`src/hdl/pgf_pkg.sv`:
```
// Shared widths, limits and side-band types for the pairwise gravity force pipeline
package pgf_pkg;

  localparam int unsigned FRACTION_BITS_DEF = 16;

  localparam int unsigned COORD_W = 32;
  localparam int unsigned MASS_W  = 32;
  localparam int unsigned SCALE_W = 32;
  localparam int unsigned FORCE_W = 48;
  localparam int unsigned DIST_W  = 32;

  localparam int unsigned DIFF_W  = COORD_W + 1;           // |dx|, |dy|
  localparam int unsigned SQ_W    = 2 * DIFF_W;            // dx^2 + dy^2
  localparam int unsigned GM_W    = SCALE_W + MASS_W;
  localparam int unsigned PROD_W  = GM_W + MASS_W;         // g * m1 * m2
  localparam int unsigned ROOT_W  = SQ_W / 2;
  localparam int unsigned QA_W    = FORCE_W;               // mag / r, below 2^48
  localparam int unsigned HALF_W  = QA_W / 2;
  localparam int unsigned PL_W    = HALF_W + DIFF_W;
  localparam int unsigned PR_W    = ROOT_W + DIFF_W;       // rem * |d|
  localparam int unsigned Q_W     = QA_W + DIFF_W + 1;     // a * |d| + frac

  localparam logic [FORCE_W-1:0] POS_LIMIT = {1'b0, {(FORCE_W-1){1'b1}}};
  localparam logic [FORCE_W-1:0] NEG_LIMIT = {1'b1, {(FORCE_W-1){1'b0}}};

  typedef struct packed {
    logic [DIFF_W-1:0] adx;
    logic [DIFF_W-1:0] ady;
    logic              negx;
    logic              negy;
  } geom_t;

  typedef struct packed {
    logic [ROOT_W-1:0] root;
    geom_t             geom;
  } rg_t;

  typedef struct packed {
    logic big;    // mag / r is at least 2^48
    rg_t  rg;
  } arg_t;

  typedef struct packed {
    logic           neg;
    logic           nz;
    logic           clip;
    logic [Q_W-1:0] q;
  } lane_t;

  typedef struct packed {
    logic [ROOT_W-1:0] root;
    lane_t             lane;
  } comp_t;

endpackage

```
`src/hdl/pgf_isqrt.sv`:
```
// Pipelined integer square root, one root bit per stage
module pgf_isqrt #(
  parameter int unsigned RW = pgf_pkg::SQ_W,
  parameter int unsigned SW = 1
) (
  input  logic                clk_i,
  input  logic                rst_ni,
  input  logic                en_i,
  input  logic                vld_i,
  input  logic [RW-1:0]       rad_i,
  input  logic [SW-1:0]       side_i,
  output logic                vld_o,
  output logic [RW/2-1:0]     root_o,
  output logic [SW-1:0]       side_o
);

  localparam int unsigned HW  = RW / 2;
  localparam int unsigned RMW = HW + 2;
  localparam int unsigned TW  = RMW + 2;

  logic [HW-1:0]  vld_q;
  logic [RW-1:0]  rad_q  [HW];
  logic [RMW-1:0] rem_q  [HW];
  logic [HW-1:0]  root_q [HW];
  logic [SW-1:0]  side_q [HW];

  for (genvar k = 0; k < HW; k++) begin : g_step
    logic          v_in;
    logic [RW-1:0]  rad_in;
    logic [RMW-1:0] rem_in;
    logic [HW-1:0]  root_in;
    logic [SW-1:0]  side_in;
    logic [TW-1:0]  trial;
    logic [TW:0]    diff;

    if (k == 0) begin : g_first
      assign v_in    = vld_i;
      assign rad_in  = rad_i;
      assign rem_in  = '0;
      assign root_in = '0;
      assign side_in = side_i;
    end else begin : g_next
      assign v_in    = vld_q[k-1];
      assign rad_in  = rad_q[k-1];
      assign rem_in  = rem_q[k-1];
      assign root_in = root_q[k-1];
      assign side_in = side_q[k-1];
    end

    assign trial = {rem_in, rad_in[RW-1:RW-2]};
    assign diff  = {1'b0, trial} - (TW+1)'({root_in, 2'b01});

    always_ff @(posedge clk_i or negedge rst_ni) begin
      if (!rst_ni) begin
        vld_q[k] <= 1'b0;
      end else if (en_i) begin
        vld_q[k] <= v_in;
      end
    end

    always_ff @(posedge clk_i) begin
      if (en_i) begin
        rad_q[k]  <= rad_in << 2;
        side_q[k] <= side_in;
        if (!diff[TW]) begin
          rem_q[k]  <= diff[RMW-1:0];
          root_q[k] <= {root_in[HW-2:0], 1'b1};
        end else begin
          rem_q[k]  <= trial[RMW-1:0];
          root_q[k] <= {root_in[HW-2:0], 1'b0};
        end
      end
    end
  end

  assign vld_o  = vld_q[HW-1];
  assign root_o = root_q[HW-1];
  assign side_o = side_q[HW-1];

endmodule

```
`config.mk`:
```
export PLATFORM = sky130hd
export DESIGN_NAME = pgf_isqrt
export DESIGN_NICKNAME = d
export VERILOG_FILES = /design/src/hdl/pgf_pkg.sv /design/src/hdl/pgf_isqrt.sv
export SDC_FILE = /design/constraint.sdc
export NUM_CORES = 2
export LEC_CHECK = 0
export ABC_AREA = 0
export BUFFER_PORTS_ARGS = -buffer_cell sky130_fd_sc_hd__buf_4
export CAP_MARGIN = 25
export CORE_UTILIZATION = 64
export DETAILED_ROUTE_END_ITERATION = 8
export MAX_ROUTING_LAYER = met4
export PLACE_DENSITY = 0.79
export SKIP_CTS_REPAIR_TIMING = 1
export SYNTH_ARGS = -nofsm -noshare
export SYNTH_HDL_FRONTEND = slang
export SYNTH_MEMORY_MAX_BITS = 65536
export SYNTH_SLANG_ARGS = --single-unit
```
`constraint.sdc`:
```
create_clock -name clk_i -period 5.2 [get_ports clk_i]
set_clock_uncertainty 0.2 [all_clocks]
set_input_delay 0.26 -clock clk_i [delete_from_list [all_inputs] [get_ports clk_i]]
set_output_delay 0.26 -clock clk_i [all_outputs]
set_load 0.005 [all_outputs]
```
==> out/results.txt <==
Run status -> complete, no violations
Buffer cell driving the clock tree root -> sky130_fd_sc_hd__clkbuf_16
Insertion delay of the later-clocked pin in the worst-skew pair -> 0.91 ns
Post-Layout Cell Count -> 12800
Initial antenna violation count -> 3
Total of fill cells in the finished design -> 12500
Antenna violation net count after detailed routing -> 0
Global-route total usage across every layer -> 0.257
Total I/O pin count -> 106
Post-synthesis cell area -> 125000 sq um
Maximum fanout along the worst path -> 58
Static leakage -> 53.8 nW
Critical path's most frequent cell -> sky130_fd_sc_hd__o21ai_0
Maximum vdd drop -> 0.505 mV
Internal power -> 0.0446 W
Worst-case hold slack -> 0.184 ns
Switching share of total power -> 0.273
Number of remaining DRC errors -> 0
Mean post-synth cell area -> 13.1 sq um
Data arrival time at the worst-slack endpoint -> 4.91 ns
Total of max-cap violations -> 0
Setup violation total in the final timing report -> 0
Pwr dens -> 438 nW/um^2
Count of standard-cell rows -> 162
Critical path's largest stage delay -> 0.56 ns
Pins Over Slew Limit -> 0
Global-route wire length before repair -> 392000 microns
Vias in the first global route -> 74000
Post-synthesis to final-layout area growth -> 11.8%
Post-synth ARST share -> 0.0120
Bufs on Longest Clock Path -> 4
First DRT Iteration DRCs -> 5843
Sequential cell area fraction in the yosys report -> 0.657
Slew at the pin closest to its max-slew limit -> 1.07 ns
Clock tree sinks -> 2750
Total number of vias -> 75300
Portion of total power attributed to the clock network -> 0.326
Most common cell after layout, fill and taps aside -> sky130_fd_sc_hd__edfxtp_1
Max Fclk -> 223 MHz
Pin count of the biggest net entering global routing -> 170
Worst hold path type -> in -> async
Number of instances in the synthesized netlist -> 9555
Final nets -> 10600
Synthesized Nets -> 10200
Final count of hold timing violations -> 0
Count of TritonRoute iterations in the first routing pass -> 6
RSZ-0062 raised after global routing -> false
CTS tree -> done
Setup Total Neg Slack -> 0 ns
Clock-pin slew on the worst setup and hold paths -> 0.06 ns
Cell Count Post-Placement -> 12200
Core region area -> 195000 sq um
Fraction of power consumed by combinational cells -> 0.189
Gpl congestion -> 0.917
Final routed wire length divided by cell count -> 19.8 microns
Sum of routed wire length over all layers -> 254000 microns
Final Critical Period -> 4.49 ns
Final worst path period share -> 0.864
Final global-route overflow total -> 0
Power dissipated by switching net loads -> 0.0168 W
Count of yosys warnings during synthesis -> 0
Full die area -> 198000 sq um
Most used DFF post-synth -> sky130_fd_sc_hd__edfxtp_1
Die Span X -> 445 microns
Slowest cell on crit path -> sky130_fd_sc_hd__a311oi_1
Critical Path RT -> 5.62 ns
HPWL after detailed placement -> 171000 microns
Cells traversed along the worst timing path -> ha_1, and3_1, o211ai_1, a311oi_1, o41ai_1, o21ai_0, a31oi_1, o21ai_0, a31oi_4, buf_12, nor4_1, xor2_1
Share of power burned in registers -> 0.485
Buffers on Ports -> 105
Commonest non-fill, non-tap cells in the layout -> sky130_fd_sc_hd__edfxtp_1, sky130_fd_sc_hd__inv_1, sky130_fd_sc_hd__nand2_1
Number of buffers inserted during clock tree synthesis -> 297
Die Span Y -> 445 microns
Register bit count reported by yosys -> 2750
CP Class -> reg -> reg
Type of element capturing the critical path -> register
Critical Path Source Type -> register
Number of synthesized flops with an enable pin -> 2716
Initial core utilization -> 0.644
H-Tree Level Count -> 5
Worst slew margin relative to its limit -> 0.284
Post-detailed-route via-to-cell ratio -> 5.87
Share of cells above drive strength 1 -> 0.0773
Synth cell types -> 87
-- critical path: cells and delay by family (launching register included) --
kind	cells	cell delay, ns
AOI/OAI and AO/OA	7	2.32
xor gates and xnor gates	1	0.11
adders and majority gates	1	0.39
buffers and inverters	1	0.21
DFF	1	0.39
and+or+nand+nor	2	0.60
-- cells in the mapped netlist (all sizes together), types with 13 or more instances --
master   instances  area [sq um]
a211o           13           114
a211oi          38           285
a21boi          19           143
a21o           227          1700
a21oi          500          2500
a31oi           50           313
and2            57           359
and3            56           350
and4            14           123
buf             26           116
clkbuf         168           631
dfrtp           33           826
edfxtp        2716         81600
ha             566          7080
inv            766          2880
mux2            97          1090
nand2          715          2700
nand2b         145           907
nand3          154           771
nand3b          42           328
nand4           50           313
nor2           513          1930
nor2b           78           488
nor3           243          1230
nor3b           14           105
nor4           119           759
nor4b           32           295
o2111ai         14           123
o211ai          24           180
o21a           115           863
o21ai          604          3020
o21bai          51           383
o31ai           59           443
or2             39           244
or3            106           668
or4             54           420
xnor2          395          3460
xor2           476          4170
-- final cells by class --
class	instances	area, sq um	area share
sequential	2750	82400	0.588
multi-input combinational	5843	39500	0.281
clock buffer	362	7790	0.0556
tap	2624	3280	0.0234
timing repair buffer	333	3040	0.0217
inverter	768	2880	0.0206
clock inverter	152	1320	0.00943
antenna	1	2.50	0.0000179
-- metrics by stage --
step	util	setup slack, ns	cell area, sq um	total power, W
after global routing	0.720	0.429	140000	0.0641
final	0.720	0.706	140000	0.0613
after global placement	0.665	0.942	130000	0.0412
after floorplan	-	1.53	125000	0.0380
after CTS	0.712	0.812	139000	0.0616
after detailed placement	0.665	0.869	130000	0.0415
-- final timing paths --
kind / to / cells after the start / slack, ns / startpoint
worst max-delay path: rem_q[28][34] / 12 / 0.71 / rem_q[27][3]
worst min-delay path: g_step[31].v_in / 4 / 0.18 / rst_ni
worst max register to register: rem_q[28][34] / 12 / 0.71 / rem_q[27][3]
worst min register to register: rad_q[0][1661] / 0 / 0.18 / rad_q[0][1595]
max in group asynchronous: g_step[12].v_in / 4 / 4.41 / rst_ni
min in group clk_i: rad_q[0][1661] / 0 / 0.18 / rad_q[0][1595]
-- cells by family (layout without fill, tap and decap cells) --
| kind of cell | after synthesis | count (layout) | synth area share |
|---|---|---|---|
| compound gates | 1846 | 1846 | 0.0899 |
| xor+xnor | 871 | 871 | 0.0608 |
| fa+ha+maj | 566 | 566 | 0.0565 |
| buf+inv | 962 | 1615 | 0.0289 |
| flops | 2750 | 2750 | 0.657 |
| mux | 104 | 104 | 0.00927 |
| other cells | 0 | 1 | 0 |
| simple gates | 2456 | 2456 | 0.0975 |
-- flip-flops by register name (all words and copies together) (netlist names) --
register and cells:
root_q 561, vld_o 1, g_step.v_in 32, rad_q 1056
rem_q 1067, side_q 33
-- power by group through the flow --
| stage | Sequential (W) | Combinational (W) | Clock, W |
|---|---|---|---|
| floorplan | 0.0294 | 0.00869 | 0 |
| global placement | 0.0301 | 0.0111 | 0 |
| detailed placement | 0.0302 | 0.0113 | 0 |
| CTS | 0.0298 | 0.0114 | 0.0204 |
| global route | 0.0300 | 0.0129 | 0.0212 |
| finish | 0.0298 | 0.0116 | 0.0200 |
-- metal layers --
layer  vias to the layer above  part of all wire  track usage
met5                         -                 0            -
met4                         0             0.037       0.0905
met3                       666             0.044       0.0319
met2                      2130              0.52        0.449
met1                     36500              0.40        0.308
li1                      36100                 -            -
Power figures use the tool's default switching activity.
